==> src/sv/crsc_pkg.sv <==
`timescale 1ns / 1ps

package crsc_pkg;

    // Status codes carried with every result.
    localparam logic [2:0] ST_PASS  = 3'd0;
    localparam logic [2:0] ST_OK    = 3'd1;
    localparam logic [2:0] ST_SHORT = 3'd2;
    localparam logic [2:0] ST_MAGIC = 3'd3;
    localparam logic [2:0] ST_CRC   = 3'd4;

    localparam logic [7:0]  MAGIC_EVEN = 8'hAA;
    localparam logic [7:0]  MAGIC_ODD  = 8'h55;
    localparam logic [15:0] CRC_POLY   = 16'hA001;
    localparam logic [15:0] CRC_INIT   = 16'hFFFF;
    localparam logic [2:0]  MIN_LEN    = 3'd6;

    // Results one input byte can cause, and the depth of the result queue.
    localparam int MAX_RES = 3;
    localparam int QDEPTH  = 4;
    localparam int QAW     = $clog2(QDEPTH);
    localparam int QCW     = $clog2(QDEPTH + 1);

    typedef struct packed {
        logic [7:0] out_byte;
        logic [2:0] status;
        logic       record_end;
    } t_result;

    // Results produced by one accepted byte, slot 0 goes out first.
    typedef struct packed {
        logic [1:0]                 count;
        t_result [MAX_RES-1:0]      slot;
    } t_push;

    // One byte of CRC-16/MODBUS, reflected, LSB first.
    function automatic logic [15:0] crc_feed(input logic [15:0] crc, input logic [7:0] b);
        logic [15:0] c;
        c = crc ^ {8'h00, b};
        for (int i = 0; i < 8; i++) begin
            if (c[0]) begin
                c = (c >> 1) ^ CRC_POLY;
            end else begin
                c = c >> 1;
            end
        end
        return c;
    endfunction

endpackage

==> src/sv/crsc_core.sv <==
`timescale 1ns / 1ps

module crsc_core (
    input  logic           i_clk,
    input  logic           i_rst_n,
    input  logic           i_seal_mode,
    input  logic           i_valid,
    input  logic [7:0]     i_data_byte,
    input  logic           i_final_byte,
    output crsc_pkg::t_push o_push
);
    import crsc_pkg::*;

    logic [15:0] r_crc, n_crc;
    logic [2:0]  r_byte_count, n_byte_count;
    logic        r_magic_match, n_magic_match;
    logic [7:0]  r_held [0:1];

    logic [7:0]  magic_exp;
    logic [7:0]  leave_byte;
    logic [15:0] crc_upd;
    logic [15:0] stored_crc;
    logic        leaving;
    logic        short_rec;
    logic        clear;
    t_push       push;

    assign magic_exp  = r_byte_count[0] ? MAGIC_ODD : MAGIC_EVEN;
    assign leaving    = r_byte_count >= 3'd2;
    assign short_rec  = i_final_byte && (r_byte_count < (MIN_LEN - 3'd1));
    // While the magic word is still leaving the delay line, seal mode
    // replaces it; the parity of the leaving position equals that of the count.
    assign leave_byte = (i_seal_mode && (r_byte_count < MIN_LEN)) ? magic_exp : r_held[0];
    assign crc_upd    = crc_feed(r_crc, leave_byte);
    assign stored_crc = {i_data_byte, r_held[1]};
    assign clear      = i_final_byte;

    always_comb begin
        push          = '0;
        n_crc         = r_crc;
        n_byte_count  = r_byte_count;
        n_magic_match = r_magic_match;
        if ((r_byte_count < 3'd4) && (i_data_byte != magic_exp)) begin
            n_magic_match = 1'b0;
        end
        if (leaving) begin
            n_crc = crc_upd;
        end
        if (short_rec) begin
            push.count   = 2'd1;
            push.slot[0] = '{out_byte: 8'h00, status: ST_SHORT, record_end: 1'b1};
        end else if (i_final_byte) begin
            if (i_seal_mode) begin
                push.count   = 2'd3;
                push.slot[0] = '{out_byte: leave_byte, status: ST_PASS, record_end: 1'b0};
                push.slot[1] = '{out_byte: crc_upd[7:0], status: ST_PASS, record_end: 1'b0};
                push.slot[2] = '{out_byte: crc_upd[15:8], status: ST_OK, record_end: 1'b1};
            end else begin
                push.count   = 2'd1;
                push.slot[0].record_end = 1'b1;
                if (!n_magic_match) begin
                    push.slot[0].status = ST_MAGIC;
                end else if (stored_crc != crc_upd) begin
                    push.slot[0].status = ST_CRC;
                end else begin
                    push.slot[0].status = ST_OK;
                end
            end
        end else begin
            if (leaving && i_seal_mode) begin
                push.count   = 2'd1;
                push.slot[0] = '{out_byte: leave_byte, status: ST_PASS, record_end: 1'b0};
            end
            if (r_byte_count < MIN_LEN) begin
                n_byte_count = r_byte_count + 3'd1;
            end
        end
        if (clear) begin
            n_crc         = CRC_INIT;
            n_byte_count  = 3'd0;
            n_magic_match = 1'b1;
        end
    end

    assign o_push = push;

    always_ff @(posedge i_clk) begin
        if (!i_rst_n) begin
            r_crc         <= CRC_INIT;
            r_byte_count  <= 3'd0;
            r_magic_match <= 1'b1;
        end else if (i_valid) begin
            r_crc         <= n_crc;
            r_byte_count  <= n_byte_count;
            r_magic_match <= n_magic_match;
        end
    end

    // Two-byte delay line; every entry is written before it is read.
    always_ff @(posedge i_clk) begin
        if (i_valid && !i_final_byte) begin
            r_held[0] <= r_held[1];
            r_held[1] <= i_data_byte;
        end
    end

endmodule

==> src/sv/crsc_outq.sv <==
`timescale 1ns / 1ps

module crsc_outq (
    input  logic                i_clk,
    input  logic                i_rst_n,
    input  logic                i_push_en,
    input  crsc_pkg::t_push     i_push,
    output logic                o_space,
    output logic                o_valid,
    input  logic                i_ready,
    output crsc_pkg::t_result   o_result
);
    import crsc_pkg::*;

    t_result           r_mem [0:QDEPTH-1];
    logic [QAW-1:0]    r_wp, n_wp;
    logic [QAW-1:0]    r_rp, n_rp;
    logic [QCW-1:0]    r_count, n_count;
    logic [1:0]        push_n;
    logic              pop;

    assign push_n   = i_push_en ? i_push.count : 2'd0;
    assign pop      = o_valid && i_ready;
    assign o_valid  = r_count != '0;
    assign o_result = r_mem[r_rp];
    // Room for the largest burst one byte can cause.
    assign o_space  = r_count <= QCW'(QDEPTH - MAX_RES);

    always_comb begin
        n_wp    = r_wp + QAW'(push_n);
        n_rp    = r_rp + QAW'(pop);
        n_count = r_count + QCW'(push_n) - QCW'(pop);
    end

    always_ff @(posedge i_clk) begin
        if (!i_rst_n) begin
            r_wp    <= '0;
            r_rp    <= '0;
            r_count <= '0;
        end else begin
            r_wp    <= n_wp;
            r_rp    <= n_rp;
            r_count <= n_count;
        end
    end

    always_ff @(posedge i_clk) begin
        for (int k = 0; k < MAX_RES; k++) begin
            if (2'(k) < push_n) begin
                r_mem[r_wp + QAW'(k)] <= i_push.slot[k];
            end
        end
    end

endmodule

==> src/sv/config_record_seal_and_check.sv <==
`timescale 1ns / 1ps

// Channel   Dir  Transfer   Fields (low bit up)
// s_axis    in   one byte   tdata: data_byte[7:0]; tlast: final_byte
// m_axis    out  one result tdata: out_byte[7:0]; tuser: status[2:0]; tlast: record_end
// cfg       in   register   i_cfg_data: seal_mode
//
// Each byte is processed in the cycle it is transferred; its results enter a
// four-entry result queue and appear on m_axis from the next cycle on.
// One byte per cycle is sustained while m_axis drains; the last byte of a
// sealed record puts three results in the queue, so s_axis_tready stays low
// until the queue has drained to one result.
// s_axis_tready depends only on queue fill, so an m_axis stall holds the input.
// Reset is synchronous and active low and clears the record state and mode.

module config_record_seal_and_check (
    input  logic       i_clk,
    input  logic       i_rst_n,
    input  logic       s_axis_tvalid,
    output logic       s_axis_tready,
    input  logic [7:0] s_axis_tdata,   // data_byte[7:0]
    input  logic       s_axis_tlast,
    output logic       m_axis_tvalid,
    input  logic       m_axis_tready,
    output logic [7:0] m_axis_tdata,   // out_byte[7:0]
    output logic [2:0] m_axis_tuser,   // status[2:0]
    output logic       m_axis_tlast,
    input  logic       i_cfg_valid,
    output logic       o_cfg_ready,
    input  logic       i_cfg_data      // seal_mode
);
    import crsc_pkg::*;

    logic    r_seal_mode;
    logic    in_xfer;
    logic    space;
    t_push   push;
    t_result result;

    assign o_cfg_ready   = 1'b1;
    assign s_axis_tready = space;
    assign in_xfer       = s_axis_tvalid && space;

    always_ff @(posedge i_clk) begin
        if (!i_rst_n) begin
            r_seal_mode <= 1'b0;
        end else if (i_cfg_valid) begin
            r_seal_mode <= i_cfg_data;
        end
    end

    crsc_core u_core (
        .i_clk        (i_clk),
        .i_rst_n      (i_rst_n),
        .i_seal_mode  (r_seal_mode),
        .i_valid      (in_xfer),
        .i_data_byte  (s_axis_tdata),
        .i_final_byte (s_axis_tlast),
        .o_push       (push)
    );

    crsc_outq u_outq (
        .i_clk     (i_clk),
        .i_rst_n   (i_rst_n),
        .i_push_en (in_xfer),
        .i_push    (push),
        .o_space   (space),
        .o_valid   (m_axis_tvalid),
        .i_ready   (m_axis_tready),
        .o_result  (result)
    );

    assign m_axis_tdata = result.out_byte;
    assign m_axis_tuser = result.status;
    assign m_axis_tlast = result.record_end;

endmodule
==> config.mk <==
export PLATFORM = sky130hd
export DESIGN_NAME = config_record_seal_and_check
export DESIGN_NICKNAME = d
export VERILOG_FILES = /design/src/sv/crsc_pkg.sv /design/src/sv/crsc_core.sv /design/src/sv/crsc_outq.sv /design/src/sv/config_record_seal_and_check.sv
export SDC_FILE = /design/constraint.sdc
export NUM_CORES = 1
export LEC_CHECK = 0
export ABC_AREA = 1
export BUFFER_PORTS_ARGS = -buffer_cell sky130_fd_sc_hd__buf_4
export CORE_MARGIN = 4
export CORE_UTILIZATION = 42
export CTS_CLUSTER_DIAMETER = 30
export DETAILED_ROUTE_END_ITERATION = 8
export GPL_TIMING_DRIVEN = 0
export MAX_ROUTING_LAYER = met4
export PLACE_DENSITY_LB_ADDON = 0.12
export REMOVE_ABC_BUFFERS = 1
export SYNTH_ARGS = -nofsm -noshare
export SYNTH_HDL_FRONTEND = slang
export SYNTH_SLANG_ARGS = --single-unit
==> constraint.sdc <==
create_clock -name i_clk -period 2.95 [get_ports i_clk]
set_input_delay 0.1475 -clock i_clk [delete_from_list [all_inputs] [get_ports i_clk]]
set_output_delay 0.1475 -clock i_clk [all_outputs]
set_load 0.01 [all_outputs]
==> impl_metrics.ini, run 1 <==
[power_and_ir_drop]
sw_frac_of_total_pct = 36.44
power_frac_clock_pct = 27.4
pwr_density_cell_nw_per_um2 = 652.6
vdd_drop_max_mv = 0.2610
p_total_mw = 4.019
internal-power_mw = 2.554
leakage_nw = 2.707
sequentialPowerShare_pct = 39.7
p_switching_mw = 1.465
power_frac_comb_pct = 32.8

[layout]
drive_above_1_share_pct = 19.30
multi_input_area_um2 = 2668
n_fill_cell = 1281
layout_common_cells = nand2_1 (125), inv_1 (84), edfxtp_1 (56)
fin_area_um2 = 6158
ff_latch_area_um2 = 2409
final_cells = 861
layout_commonest_cell = nand2_1
layout.nets = 706
n_antenna_cell = 0
area_growth_syn_to_layout_pct = 13.38

[clock_tree]
clkSinkCount = 92
clockBufferDepth = 2
clk_latency_ns = 0.36
cts_tree = built
cts-root-buf = clkbuf_16
clkTransAtPathRegs_ns = 0.06
htreeDepth = 3
numCtsBuffers = 9

[synthesis]
netlist_top_cells_area = edfxtp_1 (31%), dfxtp_1 (13%), nand2_1 (8.6%), inv_1 (5.9%), nand3_1 (4.3%)
yosysWarnings = 0
ys_seq_area_share_pct = 44.23
ys_ff_latch = 92
async_flop_share_pct = 0
synth_top_cell_area_share_pct = 30.96
yosys.area.top_type = edfxtp_1
synth.cell_area_um2 = 5431
synth-main-ff-cell = edfxtp_1
synthCells = 663
avgSynthCellArea_um2 = 8.192
yosysUniqueCellTypes = 39
synth_edf_count = 56

[min_path]
min_path_type = input pin to register

[detailed_routing]
via_per_inst = 5.422
wl_per_cell_um = 17.23
first_pass_iters = 4
drc = 0
num_vias = 4668
routed_wl_um = 14830
first_iter_violations = 347
ant_nets = 0

[timing]
maxSlewHeadroom_pct = 40.04
final_min_period_over_clock_period_pct = 92.19
rsz0062_at_grt = false
final-hold-violation-count = 0
finalCriticalPeriod_ns = 2.720
skew_ns = 0.007139
tns_ns = 0
worstMarginPinSlew_ns = 0.8984
slew_viol_final = 0
max_freq_mhz = 367.7
finalWorstSetupSlack_ns = 0.2303
setup_violations = 0

[place]
dpl_worst_slack_ns = -1.438
place_hpwl_um = 10540
place_area_um2 = 5739
gp_congestion = 0.9363
dp.cells = 839
io_buffers = 28

[critical_path]
timing_worst_setup_path_type = register to register
worstPathArrival_ns = 2.81
path_max_fanout = 19
cp.required_ns = 3.04
critPathLaunchType = register
end_kind = register

[status]
status = finished, final reports clean

[global_route]
grt_pass1_vias = 4425
antenna_found_initial = 0
grt_first_pass_wirelength_um = 23930
grt-ovfl-total = 0
grt_max_degree = 26
grtUsageTotal_pct = 21.64

[floorplan]
die_w_um = 121.7
rows = 41
die-area_um2 = 14820
ios = 30
die_h_um = 121.7
core_um2 = 12620
start_util_pct = 43.04

[run]
maxCapViolCount = 0
[worst max-delay path: stages (launching register included)]
cell and delay [ns]:
dfxtp_2 0.35, nand2_4 0.14, nand3_4 0.26, nand2_1 0.18, nand2_1 0.06, nand2_1 0.14
nand2_1 0.11, nand2_4 0.13, nand2_2 0.10, nand2_4 0.09, nand2_4 0.07, nand2_4 0.08
nand2_4 0.05, nand2_4 0.11, nand2_1 0.08, nand3_1 0.08, nand2_1 0.07, nand2_2 0.09
nand2_2 0.07, nand2_4 0.10, o21bai_2 0.07
[routing by layer]
metal  vias up  GRT usage, %  wire length, um
met3        24         2.878              663
met2       115         33.30             6928
met5         -             -                0
met4         0         8.894              318
li1       2310             -                -
met1      2219         28.95             6922
[synthesized netlist by cell type, types with 2 or more instances]
| cell type | instances |
|---|---|
| ha_1 | 6 |
| dfxtp_1 | 36 |
| nor2_2 | 2 |
| nand2_2 | 33 |
| edfxtp_1 | 56 |
| nor4_1 | 2 |
| a22oi_1 | 3 |
| inv_2 | 2 |
| xor2_1 | 6 |
| o21ai_0 | 41 |
| nand3_4 | 2 |
| a21oi_1 | 18 |
| nor2_1 | 55 |
| clkbuf_1 | 19 |
| o221ai_1 | 21 |
| nand2_4 | 17 |
| o211ai_1 | 6 |
| o22ai_1 | 29 |
| o21ai_1 | 7 |
| nand3_2 | 11 |
| clkinv_1 | 2 |
| nor3_1 | 6 |
| inv_1 | 85 |
| buf_6 | 2 |
| xnor2_1 | 3 |
| nand4_1 | 6 |
| nand2_1 | 125 |
| o21bai_2 | 4 |
| a31oi_1 | 2 |
| nand3_1 | 47 |
[timing repair]
item	4_1_cts	5_1_grt
endpoints found under the setup margin	90	70
pin swaps	1	0
setup buffers	1	1
hold buffers	2	1
gates resized for setup	11	12
hold endpoints to repair	2	1
gates cloned	1	0
[stage by stage]
step	util [%]	hold slack, ns
after floorplan	-	0.2164
after global placement	45.46	0.3468
after detailed placement	45.48	0.3498
after CTS	48.27	0.0003746
after global routing	48.80	0.0004846
final	48.80	0.01338
[cells by family after synthesis]
| group | Yosys count | share of synthesized area (%) |
|---|---|---|
| xor gates and xnor gates | 9 | 1.451 |
| buffers and inverters | 113 | 8.362 |
| AOI/OAI and AO/OA | 133 | 15.41 |
| adders and majority gates | 7 | 1.751 |
| DFF | 92 | 44.23 |
| other | 1 | 0.06904 |
| and+or+nand+nor | 308 | 28.73 |
[worst paths after layout]
path / cells past startpoint / slack (ns) / endpoint / startpoint
max reg2reg: 20 / 0.23 / u_outq.r_mem[2][1] / u_core.r_byte_count[1]
min reg2reg: 2 / 0.47 / u_core.r_magic_match / u_core.r_magic_match
min: 1 / 0.01 / u_core.r_held[0][8] / s_axis_tdata[0]
max: 20 / 0.23 / u_outq.r_mem[2][1] / u_core.r_byte_count[1]
[sequential cells by signal, summed over array words and instances (netlist names)]
name,cells
u_core.r_crc,16
u_core.r_byte_count,3
u_outq.r_mem,48
r_seal_mode,1
u_outq.r_count,3
u_core.r_magic_match,1
u_outq.r_rp,2
u_outq.r_wp,2
u_core.r_held,16
[layout make-up]
cell class,instances,area share [%]
clock inverter,3,0.3657
sequential,92,39.11
clock buffer,13,4.063
timing repair buffer,33,4.145
multi-input combinational,459,43.32
tap,172,3.495
inverter,89,5.506
[power groups by stage]
| stage | Clock (mW) | Sequential, mW | Combinational [mW] |
|---|---|---|---|
| finish | 1.10 | 1.60 | 1.32 |
| global placement | 0 | 1.62 | 1.26 |
| detailed placement | 0 | 1.62 | 1.29 |
| global route | 1.17 | 1.61 | 1.48 |
| CTS | 1.11 | 1.59 | 1.31 |
| floorplan | 0 | 1.58 | 0.870 |
Power figures use the tool's default switching activity.
==> inputs of run 2 (changes only) <==
Settings changed: CELL_PAD_IN_SITES_DETAIL_PLACEMENT set to 1, CELL_PAD_IN_SITES_GLOBAL_PLACEMENT set to 2, CORE_UTILIZATION 42 to 37.
==> impl_metrics.ini, run 2 (synthesized netlist as in run 1, its figures left out) <==
[critical_path]
critPathLaunchType = register
end_kind = register
path_max_fanout = 13
worstPathArrival_ns = 2.74
timing_worst_setup_path_type = register to register
cp.required_ns = 2.99

[global_route]
grt_first_pass_wirelength_um = 28050
grt-ovfl-total = 0
grtUsageTotal_pct = 22.84
grt_pass1_vias = 5050
grt_max_degree = 26
antenna_found_initial = 0

[power_and_ir_drop]
pwr_density_cell_nw_per_um2 = 669.8
p_total_mw = 4.256
leakage_nw = 2.792
vdd_drop_max_mv = 0.2916

[floorplan]
core_um2 = 14480
ios = 30
start_util_pct = 37.51
die_w_um = 129.2
die_h_um = 129.2
die-area_um2 = 16680
rows = 44

[timing]
slew_viol_final = 0
setup_violations = 0
rsz0062_at_grt = false
max_freq_mhz = 369.5
final_min_period_over_clock_period_pct = 91.73
finalCriticalPeriod_ns = 2.706
skew_ns = 0.008783
final-hold-violation-count = 0
worstMarginPinSlew_ns = 0.8433
maxSlewHeadroom_pct = 43.35

[layout]
final_core_util_pct = 43.88
layout.nets = 719
n_antenna_cell = 0
drive_above_1_share_pct = 21.94
layout_common_cells = nand2_1 (122), inv_1 (82), edfxtp_1 (56)
largest_reg_flops = 48
largest_register = u_outq.r_mem
area_growth_syn_to_layout_pct = 16.98
largest_registers = u_outq.r_mem x48, u_core.r_crc x16, u_core.r_held x16
final_cells = 886
layout_commonest_cell = nand2_1

[place]
place_hpwl_um = 12660
io_buffers = 28
dp.cells = 851
gp_congestion = 0.8285

[run]
maxCapViolCount = 0

[clock_tree]
clkTransAtPathRegs_ns = 0.07
cts-root-buf = clkbuf_16
clkSinkCount = 92
numCtsBuffers = 9
clockBufferDepth = 2
htreeDepth = 3
cts_tree = built
clk_latency_ns = 0.36

[detailed_routing]
routed_wl_um = 17620
num_vias = 4875
ant_nets = 0
via_per_inst = 5.502
first_iter_violations = 295
wl_per_cell_um = 19.89
first_pass_iters = 7
drc = 0

[min_path]
min_path_type = input pin to register

[status]
status = finished, final reports clean
run 2: cell types whose count changed in the layout (fill, tap and decap cells not counted), sizes merged:
cell / before / now
buf: 30 / 44
bufinv: 0 / 1
clkbuf: 13 / 10
clkinv: 4 / 2
clkinvlp: 1 / 4
dlygate4sd3: 3 / 2
inv: 87 / 88
run 2: final timing paths:
check	startpoint	slack, ns	endpoint	depth (start not counted)
max reg2reg	u_core.r_byte_count[0]	0.24	u_outq.r_mem[1][9]	9
max	u_core.r_byte_count[0]	0.24	u_outq.r_mem[1][9]	9
min reg2reg	u_core.r_held[0][12]	0.48	u_core.r_held[0][4]	0
min	s_axis_tdata[4]	0.009	u_core.r_held[0][12]	1
run 2: per-stage QoR:
step | setup WS, ns | hold slack [ns] | setup TNS (ns) | cell area, um^2
CTS | 0.02069 | 0.002267 | 0 | 6233
global route | 0.01344 | 0.006397 | 0 | 6354
detailed placement | -1.279 | 0.3485 | -61.02 | 5757
global placement | -1.584 | 0.3463 | -89.91 | 5752
floorplan | -0.07765 | 0.2164 | -1.517 | 5311
finish | 0.2439 | 0.008923 | 0 | 6354
run 2: final cells by class:
type / instances / area (um^2)
Fill cell: 1720 / 8125
Multi-Input combinational cell: 459 / 2680
Sequential cell: 92 / 2409
Timing Repair Buffer: 46 / 362.8
Inverter: 89 / 346.6
Clock buffer: 10 / 250.2
Tap cell: 184 / 230.2
Clock inverter: 6 / 75.07
run 2: routing by layer:
layer  vias to the layer above  wire length, um  part of all wire, %  global-route usage (%)
li1                       2333                -                    -                       -
met1                      2428             8035                   46                   29.37
met4                         0              350                  2.0                   8.709
met5                         -                0                    0                       -
met2                        90             8641                   49                   36.86
met3                        24              592                  3.4                   2.927
run 2: what timing repair did:
item | in CTS | in global routing
setup endpoints to repair | 90 | 102
pin swaps | 1 | 3
hold buffers | 2 | 0
cloned | 1 | 0
resized for setup | 17 | 11
setup buffers | 6 | 10
hold endpoints to repair | 2 | 0
run 2: power breakdown:
| part | total, mW | switching [mW] | internal [mW] |
|---|---|---|---|
| Sequential | 1.60 | 0.125 | 1.48 |
| Clock | 1.28 | 0.557 | 0.724 |
| Combinational | 1.37 | 0.877 | 0.493 |
| Total | 4.26 | 1.56 | 2.70 |
run 2: worst max-delay path, cell delays in order (launching register included):
cell and delay [ns]:
dfxtp_2 0.46, o21ai_1 0.14, nand2_1 0.12, nand3_1 0.22, nor2_1 0.27, inv_1 0.16
nor2_4 0.42, clkinvlp_4 0.17, buf_4 0.20, nand3_4 0.21
==> inputs of run 3 (changes only) <==
Settings changed: BUFFER_PORTS_ARGS -buffer_cell sky130_fd_sc_hd__buf_4 to -buffer_cell sky130_fd_sc_hd__buf_2, CORE_UTILIZATION 37 to 39, CTS_BUF_LIST set to sky130_fd_sc_hd__clkbuf_4.
==> impl_metrics.ini, run 3 (synthesized netlist as in run 1, its figures left out) <==
[status]
status = finished, final reports clean

[power_and_ir_drop]
sequentialPowerShare_pct = 41.4
sw_frac_of_total_pct = 39.01
p_switching_mw = 1.513
power_frac_comb_pct = 34.1
pwr_density_cell_nw_per_um2 = 626.1
power_frac_clock_pct = 24.5
p_total_mw = 3.879
vdd_drop_max_mv = 0.3296
internal-power_mw = 2.366
leakage_nw = 2.745

[timing]
finalWorstSetupSlack_ns = 0.2121
slew_viol_final = 0
maxSlewHeadroom_pct = 42.90
finalCriticalPeriod_ns = 2.738
setup_violations = 0
final_min_period_over_clock_period_pct = 92.81
final-hold-violation-count = 0
max_freq_mhz = 365.2
worstMarginPinSlew_ns = 0.8500
skew_ns = 0.02995
tns_ns = 0

[clock_tree]
htreeDepth = 3
cts_tree = built
clk_latency_ns = 0.50
cts-root-buf = clkbuf_4
clkTransAtPathRegs_ns = 0.18
numCtsBuffers = 9
clkSinkCount = 92
clockBufferDepth = 2

[global_route]
grt_pass1_vias = 5020
grt_max_degree = 26
grtUsageTotal_pct = 23.24
antenna_found_initial = 0
grt-ovfl-total = 0
grt_first_pass_wirelength_um = 28080

[min_path]
min_delay_path_depth = 3
min_path_type = input pin to register

[detailed_routing]
drc = 0
num_vias = 4951
routed_wl_um = 17850
first_pass_iters = 5
wl_per_cell_um = 20.13
ant_nets = 0
first_iter_violations = 320
via_per_inst = 5.582

[layout]
final_core_util_pct = 46.06
drive_above_1_share_pct = 21.66
n_fill_cell = 1668
area_growth_syn_to_layout_pct = 14.08
layout_commonest_cell = nand2_1
fin_area_um2 = 6196
n_antenna_cell = 0
multi_input_area_um2 = 2666
layout.nets = 728
largest_reg_flops = 48
largest_registers = u_outq.r_mem x48, u_core.r_crc x16, u_core.r_held x16
layout_common_cells = nand2_1 (123), inv_1 (83), edfxtp_1 (56)
ff_latch_area_um2 = 2409
largest_register = u_outq.r_mem

[place]
gp_congestion = 0.8982
dpl_worst_slack_ns = -1.703
place_hpwl_um = 12620
place_area_um2 = 5674
io_buffers = 28

[critical_path]
critPathLaunchType = register
cp_slowest_cell = dfxtp_2
cp.depth = 19
worstPathArrival_ns = 2.98
cpPeakStageDelay_ns = 0.52
path_buf_inv = 0
path_max_fanout = 15
path_cells = nand3_4 -> nand2_1 -> nand2_1 -> nand2_1 -> nand2_1 -> nand2_4 -> nand2_2 -> nand2_4 -> nand2_4 -> nand2_4 -> nand2_4 -> nand2_4 -> nand2_1 -> nand3_1 -> nand2_1 -> nand2_2 -> nand2_2 -> nand2_4 -> o21bai_2
cpLargestDelayFamily = simple AND/OR/NAND/NOR gates
cp.required_ns = 3.19
end_kind = register
crit_top_cell = nand2_4
timing_worst_setup_path_type = register to register
rr_worst_depth = 19

[run]
maxCapViolCount = 0

[floorplan]
core_um2 = 13450
die_h_um = 126.0
start_util_pct = 40.37
rows = 42
die-area_um2 = 15880
ios = 30
die_w_um = 126.0
-- run 3: cell types whose count changed in the layout (fill, tap and decap cells not counted), moves of 2 or more --
cell | before | now
buf_2 | 0 | 28
buf_4 | 43 | 17
bufinv_16 | 1 | 3
clkbuf_16 | 10 | 0
clkbuf_4 | 0 | 10
clkinvlp_4 | 4 | 1
dlygate4sd3_1 | 2 | 10
-- run 3: final cells by class --
class / instances / area share, %
Sequential cell: 92 / 38.87
Multi-Input combinational cell: 459 / 43.03
Tap cell: 176 / 3.554
Clock buffer: 10 / 1.212
Timing Repair Buffer: 55 / 5.937
Inverter: 89 / 5.473
Clock inverter: 6 / 1.918
-- run 3: path summary, 6_finish.rpt --
check,from,endpoint,slack [ns]
max,r_seal_mode,u_outq.r_mem[1][1],0.21
min,i_rst_n,u_outq.r_rp[0],0.07
max reg2reg,r_seal_mode,u_outq.r_mem[1][1],0.21
min reg2reg,u_outq.r_mem[3][2],u_outq.r_mem[3][2],0.49
-- run 3: worst reg2reg max path: cells and delay by family (launching register included) --
kind	cells	cell delay [ns]
simple gates	18	1.90
flops	1	0.52
compound gates	1	0.07
-- run 3: per-stage QoR --
step / cells / hold WS, ns
floorplan: 639 / 0.2164
detailed placement: 843 / 0.3663
CTS: 873 / 0.05612
global placement: 843 / 0.3570
finish: 887 / 0.07457
global route: 887 / 0.09247
-- run 3: power groups by stage --
stage               Clock, mW  Sequential (mW)  Combinational [mW]
finish                  0.950             1.61                1.32
global placement            0             1.62                1.22
CTS                     0.955             1.61                1.31
global route             1.01             1.63                1.48
detailed placement          0             1.63                1.27
floorplan                   0             1.58               0.870
-- run 3: timing repair --
item                                    CTS  global route
pin swaps                                 1             2
endpoints found under the setup margin   98            62
hold buffers                             10             0
buffers inserted                          3            14
cloned                                    1             0
endpoints found under the hold margin     9             0
resized for setup                        19             7
-- run 3: per-layer routing --
| layer | vias up | global-route usage [%] | wire length, um |
|---|---|---|---|
| li1 | 2345 | - | - |
| met1 | 2444 | 30.31 | 8039 |
| met2 | 128 | 37.68 | 8675 |
| met3 | 34 | 2.667 | 740 |
| met4 | 0 | 8.139 | 395 |
| met5 | - | - | 0 |
